`config.mk`:
```
export PLATFORM = sky130hd
export DESIGN_NAME = websocket_frame_deframer_unit
export DESIGN_NICKNAME = d
export VERILOG_FILES = /design/src/hdl/wsd_pkg.sv /design/src/hdl/wsd_front.sv /design/src/hdl/wsd_queue.sv /design/src/hdl/wsd_back.sv /design/src/hdl/websocket_frame_deframer_unit.sv
export SDC_FILE = /design/constraint.sdc
export NUM_CORES = 1
export LEC_CHECK = 0
export ABC_CLOCK_PERIOD_IN_PS = 5730
export BUFFER_PORTS_ARGS = -buffer_cell sky130_fd_sc_hd__buf_4
export CORE_ASPECT_RATIO = 1.1
export CORE_MARGIN = 5
export CORE_UTILIZATION = 55
export DETAILED_ROUTE_END_ITERATION = 16
export PLACE_DENSITY_LB_ADDON = 0.08
export SLEW_MARGIN = 0
export SYNTH_ARGS = -nofsm -noshare
export SYNTH_HDL_FRONTEND = slang
export SYNTH_SLANG_ARGS = --single-unit
```
`constraint.sdc`:
```
create_clock -name clk_i -period 5.73 [get_ports clk_i]
set_input_delay 0.8595 -clock clk_i [delete_from_list [all_inputs] [get_ports clk_i]]
set_output_delay 0.8595 -clock clk_i [all_outputs]
set_load 0.005 [all_outputs]
```
`src/hdl/wsd_pkg.sv`:
```
// Shared types and constants of the WebSocket frame deframer.
package wsd_pkg;

  // Width of the payload length and of the size limit register.
  localparam int unsigned LEN_W = 25;

  // Largest payload length that the block ever accepts (16 MB).
  localparam logic [LEN_W-1:0] FRAME_LIMIT = LEN_W'(16 * 1024 * 1024);

  // Reset value of the size limit register.
  localparam logic [LEN_W-1:0] MAX_PAYLOAD_RST = LEN_W'(65536);

  // Entries in the queue between parser and output stage.
  localparam int unsigned QDEPTH = 4;
  localparam int unsigned QPTR_W = $clog2(QDEPTH);
  localparam int unsigned QCNT_W = $clog2(QDEPTH + 1);

  // Seven-bit length codes that announce an extended length.
  localparam logic [6:0] LEN7_EXT16 = 7'd126;
  localparam logic [6:0] LEN7_EXT64 = 7'd127;

  // One classified transaction on its way from the parser to the output stage.
  typedef struct packed {
    logic [7:0] data;
    logic [7:0] key;
    logic       valid;
    logic [3:0] opcode;
    logic       eof;
    logic       err;
  } wsd_item_t;

endpackage

```
`src/hdl/wsd_front.sv`:
```
// Header parser: classifies each received byte and queues the results it causes.
module wsd_front
  import wsd_pkg::*;
(
  input  logic             clk_i,
  input  logic             rst_ni,
  input  logic             accept_i,
  input  logic [7:0]       stream_byte_i,
  input  logic             max_payload_we_i,
  input  logic [LEN_W-1:0] max_payload_i,
  output logic             item_push_o,
  output wsd_item_t        item_o
);

  // Parser phases.
  localparam logic [2:0] PH_HDR0    = 3'd0;
  localparam logic [2:0] PH_HDR1    = 3'd1;
  localparam logic [2:0] PH_EXT16   = 3'd2;
  localparam logic [2:0] PH_EXT64   = 3'd3;
  localparam logic [2:0] PH_MASK    = 3'd4;
  localparam logic [2:0] PH_PAYLOAD = 3'd5;
  localparam logic [2:0] PH_HALT    = 3'd6;

  logic [2:0]       phase_q, phase_d;
  logic [3:0]       opcode_q, opcode_d;
  logic             mask_en_q, mask_en_d;
  logic [LEN_W-1:0] len_q, len_d;
  logic             big_q, big_d;
  logic [2:0]       cnt_q, cnt_d;
  logic [31:0]      key_q, key_d;
  logic [LEN_W-1:0] remain_q, remain_d;
  logic [1:0]       pidx_q, pidx_d;
  logic [LEN_W-1:0] max_q;

  logic             finish;
  logic [LEN_W-1:0] fin_len;
  logic             fin_big;
  logic             fin_err;
  logic [LEN_W-1:0] shifted;
  logic             shifted_big;
  logic [7:0]       key_byte;

  // The length is kept in 25 bits; any bit that would land above them is
  // remembered in a sticky flag, since such a length always fails the check.
  assign shifted     = {len_q[LEN_W-9:0], stream_byte_i};
  assign shifted_big = big_q | (len_q[LEN_W-1:LEN_W-8] != 8'd0);

  // Key byte for the current payload position; the first key byte is the top one.
  always_comb begin
    case (pidx_q)
      2'd0:    key_byte = key_q[31:24];
      2'd1:    key_byte = key_q[23:16];
      2'd2:    key_byte = key_q[15:8];
      default: key_byte = key_q[7:0];
    endcase
  end

  assign fin_err = fin_big || (fin_len > FRAME_LIMIT) || (fin_len > max_q);

  // Next-state logic of the parser.
  always_comb begin
    phase_d     = phase_q;
    opcode_d    = opcode_q;
    mask_en_d   = mask_en_q;
    len_d       = len_q;
    big_d       = big_q;
    cnt_d       = cnt_q;
    key_d       = key_q;
    remain_d    = remain_q;
    pidx_d      = pidx_q;
    finish      = 1'b0;
    fin_len     = len_q;
    fin_big     = big_q;
    item_push_o = 1'b0;
    item_o      = '{data: 8'd0, key: 8'd0, valid: 1'b0, opcode: opcode_q,
                    eof: 1'b0, err: 1'b0};

    if (accept_i) begin
      case (phase_q)
        PH_HDR0: begin
          opcode_d = stream_byte_i[3:0];
          phase_d  = PH_HDR1;
        end
        PH_HDR1: begin
          mask_en_d = stream_byte_i[7];
          key_d     = 32'd0;
          cnt_d     = 3'd0;
          len_d     = '0;
          big_d     = 1'b0;
          if (stream_byte_i[6:0] == LEN7_EXT16) begin
            phase_d = PH_EXT16;
          end else if (stream_byte_i[6:0] == LEN7_EXT64) begin
            phase_d = PH_EXT64;
          end else begin
            len_d = LEN_W'(stream_byte_i[6:0]);
            if (stream_byte_i[7]) begin
              phase_d = PH_MASK;
            end else begin
              finish  = 1'b1;
              fin_len = LEN_W'(stream_byte_i[6:0]);
              fin_big = 1'b0;
            end
          end
        end
        PH_EXT16, PH_EXT64: begin
          len_d = shifted;
          big_d = shifted_big;
          if (cnt_q == ((phase_q == PH_EXT16) ? 3'd1 : 3'd7)) begin
            cnt_d = 3'd0;
            if (mask_en_q) begin
              phase_d = PH_MASK;
            end else begin
              finish  = 1'b1;
              fin_len = shifted;
              fin_big = shifted_big;
            end
          end else begin
            cnt_d = cnt_q + 3'd1;
          end
        end
        PH_MASK: begin
          key_d = {key_q[23:0], stream_byte_i};
          if (cnt_q == 3'd3) begin
            cnt_d  = 3'd0;
            finish = 1'b1;
          end else begin
            cnt_d = cnt_q + 3'd1;
          end
        end
        PH_PAYLOAD: begin
          pidx_d      = pidx_q + 2'd1;
          remain_d    = remain_q - LEN_W'(1);
          item_push_o = 1'b1;
          item_o.data  = stream_byte_i;
          item_o.key   = mask_en_q ? key_byte : 8'd0;
          item_o.valid = 1'b1;
          item_o.eof   = (remain_q == LEN_W'(1));
          if (remain_q == LEN_W'(1)) begin
            phase_d = PH_HDR0;
          end
        end
        default: begin
          // Halted after an oversized frame: bytes are dropped.
        end
      endcase

      // Header complete: check the size, then start the payload or report.
      if (finish) begin
        if (fin_err) begin
          phase_d     = PH_HALT;
          item_push_o = 1'b1;
          item_o.err  = 1'b1;
        end else if (fin_len == '0) begin
          phase_d     = PH_HDR0;
          item_push_o = 1'b1;
          item_o.eof  = 1'b1;
        end else begin
          remain_d = fin_len;
          pidx_d   = 2'd0;
          phase_d  = PH_PAYLOAD;
        end
      end
    end
  end

  // Parser state registers.
  always_ff @(posedge clk_i or negedge rst_ni) begin
    if (!rst_ni) begin
      phase_q   <= PH_HDR0;
      opcode_q  <= 4'd0;
      mask_en_q <= 1'b0;
      len_q     <= '0;
      big_q     <= 1'b0;
      cnt_q     <= 3'd0;
      key_q     <= 32'd0;
      remain_q  <= '0;
      pidx_q    <= 2'd0;
    end else begin
      phase_q   <= phase_d;
      opcode_q  <= opcode_d;
      mask_en_q <= mask_en_d;
      len_q     <= len_d;
      big_q     <= big_d;
      cnt_q     <= cnt_d;
      key_q     <= key_d;
      remain_q  <= remain_d;
      pidx_q    <= pidx_d;
    end
  end

  // Size limit register.
  always_ff @(posedge clk_i or negedge rst_ni) begin
    if (!rst_ni) begin
      max_q <= MAX_PAYLOAD_RST;
    end else if (max_payload_we_i) begin
      max_q <= max_payload_i;
    end
  end

endmodule

```
`src/hdl/wsd_queue.sv`:
```
// Short queue of classified transactions between the parser and the output stage.
module wsd_queue
  import wsd_pkg::*;
(
  input  logic      clk_i,
  input  logic      rst_ni,
  input  logic      push_i,
  input  wsd_item_t item_i,
  output logic      full_o,
  input  logic      pop_i,
  output logic      valid_o,
  output wsd_item_t item_o
);

  wsd_item_t         mem_q [QDEPTH];
  logic [QPTR_W-1:0] wr_q, rd_q;
  logic [QCNT_W-1:0] cnt_q;
  logic              do_push, do_pop;

  assign full_o  = (cnt_q == QCNT_W'(QDEPTH));
  assign valid_o = (cnt_q != '0);
  assign item_o  = mem_q[rd_q];
  assign do_push = push_i && !full_o;
  assign do_pop  = pop_i && valid_o;

  // Storage; entries carry no reset.
  always_ff @(posedge clk_i) begin
    if (do_push) begin
      mem_q[wr_q] <= item_i;
    end
  end

  // Pointers and fill count.
  always_ff @(posedge clk_i or negedge rst_ni) begin
    if (!rst_ni) begin
      wr_q  <= '0;
      rd_q  <= '0;
      cnt_q <= '0;
    end else begin
      if (do_push) begin
        wr_q <= wr_q + QPTR_W'(1);
      end
      if (do_pop) begin
        rd_q <= rd_q + QPTR_W'(1);
      end
      if (do_push && !do_pop) begin
        cnt_q <= cnt_q + QCNT_W'(1);
      end else if (do_pop && !do_push) begin
        cnt_q <= cnt_q - QCNT_W'(1);
      end
    end
  end

endmodule

```
`src/hdl/wsd_back.sv`:
```
// Output stage: unmasks queued transactions and holds the oldest result for the receiver.
module wsd_back
  import wsd_pkg::*;
(
  input  logic       clk_i,
  input  logic       rst_ni,
  input  logic       q_valid_i,
  input  wsd_item_t  q_item_i,
  output logic       q_pop_o,
  input  logic       pop,
  output logic       empty,
  output logic [7:0] data_byte_o,
  output logic       byte_valid_o,
  output logic [3:0] frame_opcode_o,
  output logic       end_of_frame_o,
  output logic       frame_error_o
);

  logic       out_valid_q;
  logic [7:0] data_q;
  logic       bvalid_q;
  logic [3:0] opcode_q;
  logic       eof_q;
  logic       err_q;
  logic       load;

  // Refill the output register when it is free or being taken this cycle.
  assign load    = q_valid_i && (!out_valid_q || pop);
  assign q_pop_o = load;
  assign empty   = !out_valid_q;

  always_ff @(posedge clk_i or negedge rst_ni) begin
    if (!rst_ni) begin
      out_valid_q <= 1'b0;
    end else if (load) begin
      out_valid_q <= 1'b1;
    end else if (pop) begin
      out_valid_q <= 1'b0;
    end
  end

  // Result payload, unmasked on the way in.
  always_ff @(posedge clk_i) begin
    if (load) begin
      data_q   <= q_item_i.data ^ q_item_i.key;
      bvalid_q <= q_item_i.valid;
      opcode_q <= q_item_i.opcode;
      eof_q    <= q_item_i.eof;
      err_q    <= q_item_i.err;
    end
  end

  assign data_byte_o    = data_q;
  assign byte_valid_o   = bvalid_q;
  assign frame_opcode_o = opcode_q;
  assign end_of_frame_o = eof_q;
  assign frame_error_o  = err_q;

endmodule

```
`src/hdl/websocket_frame_deframer_unit.sv`:
```
// WebSocket frame deframer: top level joining parser, queue and output stage.
//
// Usage: received connection bytes are written on stream_byte_i with push; a
// byte is taken at a clock edge where push is high and full is low. Results
// are read like a queue: while empty is low the oldest result is on the
// result ports, and it is taken at an edge where pop is high. Header bytes
// give no result, except the byte that completes the header of an empty or
// an oversized frame, which gives an empty-frame marker or an error. Each
// payload byte gives one unmasked byte; the last one carries end_of_frame_o.
// Throughput is one byte per cycle while full is low. Each result is written
// into the queue at the edge that accepts its byte, and the output register
// loads the oldest one when it is free or being taken by pop. A four-entry
// queue plus the output register absorb a stalled receiver; once they are
// all occupied, full stays high until pop frees one.
// The size limit is written through max_payload_we_i / max_payload_i and
// resets to 65536. After a frame that is too long the single error result is
// queued and all further bytes are dropped until reset. Reset empties the
// queue and returns the parser to the first header byte.
module websocket_frame_deframer_unit
  import wsd_pkg::*;
(
  input  logic             clk_i,
  input  logic             rst_ni,
  input  logic             push,
  output logic             full,
  input  logic [7:0]       stream_byte_i,
  input  logic             max_payload_we_i,
  input  logic [LEN_W-1:0] max_payload_i,
  output logic             empty,
  input  logic             pop,
  output logic [7:0]       data_byte_o,
  output logic             byte_valid_o,
  output logic [3:0]       frame_opcode_o,
  output logic             end_of_frame_o,
  output logic             frame_error_o
);

  logic      accept;
  logic      f_push;
  wsd_item_t f_item;
  logic      q_valid;
  wsd_item_t q_item;
  logic      q_pop;

  assign accept = push && !full;

  // Front: header parsing and byte classification.
  wsd_front u_front (
    .clk_i           (clk_i),
    .rst_ni          (rst_ni),
    .accept_i        (accept),
    .stream_byte_i   (stream_byte_i),
    .max_payload_we_i(max_payload_we_i),
    .max_payload_i   (max_payload_i),
    .item_push_o     (f_push),
    .item_o          (f_item)
  );

  // Decoupling queue.
  wsd_queue u_queue (
    .clk_i  (clk_i),
    .rst_ni (rst_ni),
    .push_i (f_push),
    .item_i (f_item),
    .full_o (full),
    .pop_i  (q_pop),
    .valid_o(q_valid),
    .item_o (q_item)
  );

  // Back: unmasking and result register.
  wsd_back u_back (
    .clk_i         (clk_i),
    .rst_ni        (rst_ni),
    .q_valid_i     (q_valid),
    .q_item_i      (q_item),
    .q_pop_o       (q_pop),
    .pop           (pop),
    .empty         (empty),
    .data_byte_o   (data_byte_o),
    .byte_valid_o  (byte_valid_o),
    .frame_opcode_o(frame_opcode_o),
    .end_of_frame_o(end_of_frame_o),
    .frame_error_o (frame_error_o)
  );

endmodule

```
==> impl_metrics.json <==
{
  "slew_headroom_pct": 29.1,
  "clk_pin_slew_ns": 0.06,
  "cp-end-kind": "register",
  "area_growth_pct": 13.9,
  "die_width_um": 147,
  "io_buffers": 54,
  "cts.sinks": 236,
  "critical_path_class": "reg -> reg",
  "tritoncts": "built",
  "status": "complete, no violations",
  "dp_slack_ns": 0.127,
  "layout_min_cycle_time_ns": 5.42,
  "rsz0062_at_grt": "false",
  "fill_cells": 1582,
  "h-tree-depth": 1,
  "power_density_nw_per_um2": 448,
  "n_antenna_cell": 0,
  "finalHoldViolations": 0,
  "vdd_ir_drop_max_mv": 0.239,
  "ctsResizeCount": 0,
  "synth_nets": 1036,
  "met1_length_mm": 11.0,
  "grt_overflow": 0,
  "vias": 7876,
  "drc_errors": 0,
  "wl_met2_mm": 13.4,
  "p_leak_nw": 5.36,
  "drtIter0Drc": 571,
  "vias_per_cell": 6.14,
  "dp_hpwl_mm": 17.8,
  "syn_area_sq_um": 11300,
  "maxSlewViolCount": 0,
  "tightest_slew_ns": 1.06,
  "ys_seq_area_share_pct": 56.9,
  "dr.pass1.iters": 6,
  "wl_met3_mm": 1.44,
  "ant_nets": 0,
  "fin_nets": 1087,
  "ys.flop_type": "dfrtp_1",
  "core_area_sq_um": 20400,
  "drive_above_1_share_pct": 15.9,
  "syn_avg_cell_area_sq_um": 11.8,
  "cts-root-buf": "clkbuf_16",
  "cts_setup_buffers": 0,
  "fmax_mhz": 185,
  "wl_per_cell_um": 20.7,
  "wirelength_mm": 26.6,
  "routed.top_layer": "met4",
  "numCtsBuffers": 24,
  "fin_setup_tns_ns": 0,
  "drv_cap": 0,
  "synth_warnings": 0,
  "r2r_cells": 16,
  "clk_latency_ns": 0.52,
  "cp_data_required_time_ns": 6.12,
  "synthDistinctLibCells": 65,
  "cts_buffer_depth": 3,
  "io_pins": 55,
  "async_flop_share_pct": 54.7,
  "die_area_sq_um": 23600,
  "grt_pass1_wl_mm": 42.3,
  "finalWorstSetupSlack_ns": 0.312,
  "antenna_found_initial": 0,
  "cp_max_fo": 16,
  "netlist_instances": 958,
  "clock-skew-final_ns": 0.0105,
  "grt_start_max_net_pins": 83,
  "final-setup-viol-count": 0,
  "hold_path.class": "in -> async",
  "ys_ff_latch": 236,
  "place_congestion": 0.909,
  "synth_edf_count": 107,
  "start_util_pct": 55.4,
  "num_rows": 55,
  "grt_pass1_vias": 7780,
  "grt_usage_pct": 22.3,
  "crit_arrival_ns": 5.81,
  "die_h_um": 161,
  "ctsHoldBuffers": 0,
  "period_share_pct": 94.6,
  "crit_path_start_kind": "register"
}
==> flip-flops by register name, summed over array words and instances (netlist names), 4 cells and up <==
name and flops:
u_queue.mem_q 92, u_front.key_q 32, u_front.len_q 25, u_front.max_q 25
u_front.remain_q 25, u_back.data_byte_o 8, u_back.frame_opcode_o 4, u_front.opcode_q 4
==> worst max-delay path, cell delays in order (launching register included) <==
cell,delay (ns)
dfrtp_1,0.46
or3_1,0.43
a21oi_1,0.38
and2_1,0.55
a22o_1,0.24
ha_1,0.25
a21oi_1,0.13
o21ai_0,0.16
or4_1,0.54
nor4b_1,0.52
o22a_1,0.30
nand3_1,0.09
o21a_1,0.28
ha_1,0.24
inv_1,0.08
fa_1,0.38
mux2_2,0.26
==> final timing paths <==
check                                 startpoint              endpoint  slack, ns
max in group asynchronous                 rst_ni       u_queue.rd_q[0]       4.19
worst min register to register  u_queue.cnt_q[2]      u_queue.cnt_q[2]       0.49
worst min-delay path                      rst_ni  u_front.remain_q[16]       0.38
min in group clk_i              u_queue.cnt_q[2]      u_queue.cnt_q[2]       0.49
worst max-delay path            u_front.cnt_q[2]      u_queue.cnt_q[1]       0.31
worst max register to register  u_front.cnt_q[2]      u_queue.cnt_q[1]       0.31
==> stage by stage <==
stage                     utilization [%]  instances  total power [W]  hold WS, ns  area [sq um]
after floorplan                         -        958          0.00358        0.451         11300
after global placement               59.0       1239          0.00411        0.477         12000
after detailed placement             59.0       1239          0.00413        0.477         12000
after CTS                            63.1       1283          0.00583        0.427         12900
after global routing                 63.1       1283          0.00612        0.454         12900
final                                63.1       1283          0.00578        0.379         12900
==> kinds of logic after synthesis <==
family | after synthesis | share of synthesized area, %
AO/OA/AOI/OAI | 238 | 15.3
flip-flops | 236 | 56.9
XOR/XNOR | 42 | 3.25
multiplexers | 38 | 5.20
buffers and inverters | 102 | 3.44
adder cells (fa/ha/maj) | 40 | 4.48
AND/OR/NAND/NOR | 262 | 11.5
==> report_power, final <==
group          internal [W]  switching [W]  leakage (nW)
combinational      0.000707       0.000830          2.35
clock               0.00104       0.000644         0.414
sequential          0.00217       0.000392          2.60
total               0.00392        0.00187          5.36
==> routing by layer <==
layer / GRT usage, % / vias up
met5: 0 / -
met4: 6.76 / 0
met3: 3.56 / 57
met2: 38.5 / 236
met1: 29.2 / 3880
li1: - / 3703
==> placed cells by master (no fill, tap or decap), drive strengths merged, types with 6 or more instances in the layout <==
cell | synthesis | layout
xnor2 | 6 | 6
xor2 | 36 | 36
a21oi | 32 | 32
clkinv | 0 | 7
nor2 | 59 | 59
a221oi | 20 | 20
nor3 | 28 | 28
o21ai | 55 | 55
mux4 | 15 | 15
nand3 | 18 | 18
nand4 | 10 | 10
or4 | 7 | 7
a222oi | 8 | 8
and2 | 14 | 14
or3 | 6 | 6
a22o | 72 | 72
a21o | 8 | 8
buf | 9 | 78
and3 | 8 | 8
edfxtp | 107 | 107
nor4 | 17 | 17
a211oi | 9 | 9
ha | 39 | 39
dfrtp | 128 | 128
mux2 | 17 | 17
mux2i | 6 | 6
clkbuf | 44 | 30
nand2 | 73 | 73
inv | 49 | 49
==> area by class of cell <==
class	instances	area [sq um]	area share [%]
clock buffers	30	654	5.07
clock inverters	14	201	1.56
inverters	49	184	1.43
multi-input cells	620	4510	35.0
flip-flops and latches	236	6440	49.9
well taps	256	320	2.48
repair buffers	78	589	4.57
==> cell usage after synthesis, drive strengths merged (4+ instances only) <==
library cell    n  area share (%)
a211oi          9            0.60
a21o            8            0.53
a21oi          32             1.4
a221oi         20             1.5
a222oi          8            0.71
a22o           72             5.6
a31oi           4            0.22
and2           14            0.77
and3            8            0.44
buf             9            0.36
clkbuf         44             1.5
dfrtp         128              28
edfxtp        107              28
ha             39             4.3
inv            49             1.6
mux2           17             1.7
mux2i           6            0.53
mux4           15             3.0
nand2          73             2.4
nand2b          5            0.28
nand3          18            0.79
nand4          10            0.55
nor2           59             2.0
nor3           28             1.3
nor4           17            0.99
o21ai          55             2.4
o22ai           5            0.28
or2             5            0.28
or3             6            0.38
or4             7            0.46
xnor2           6            0.46
xor2           36             2.8
Power figures use the tool's default switching activity.
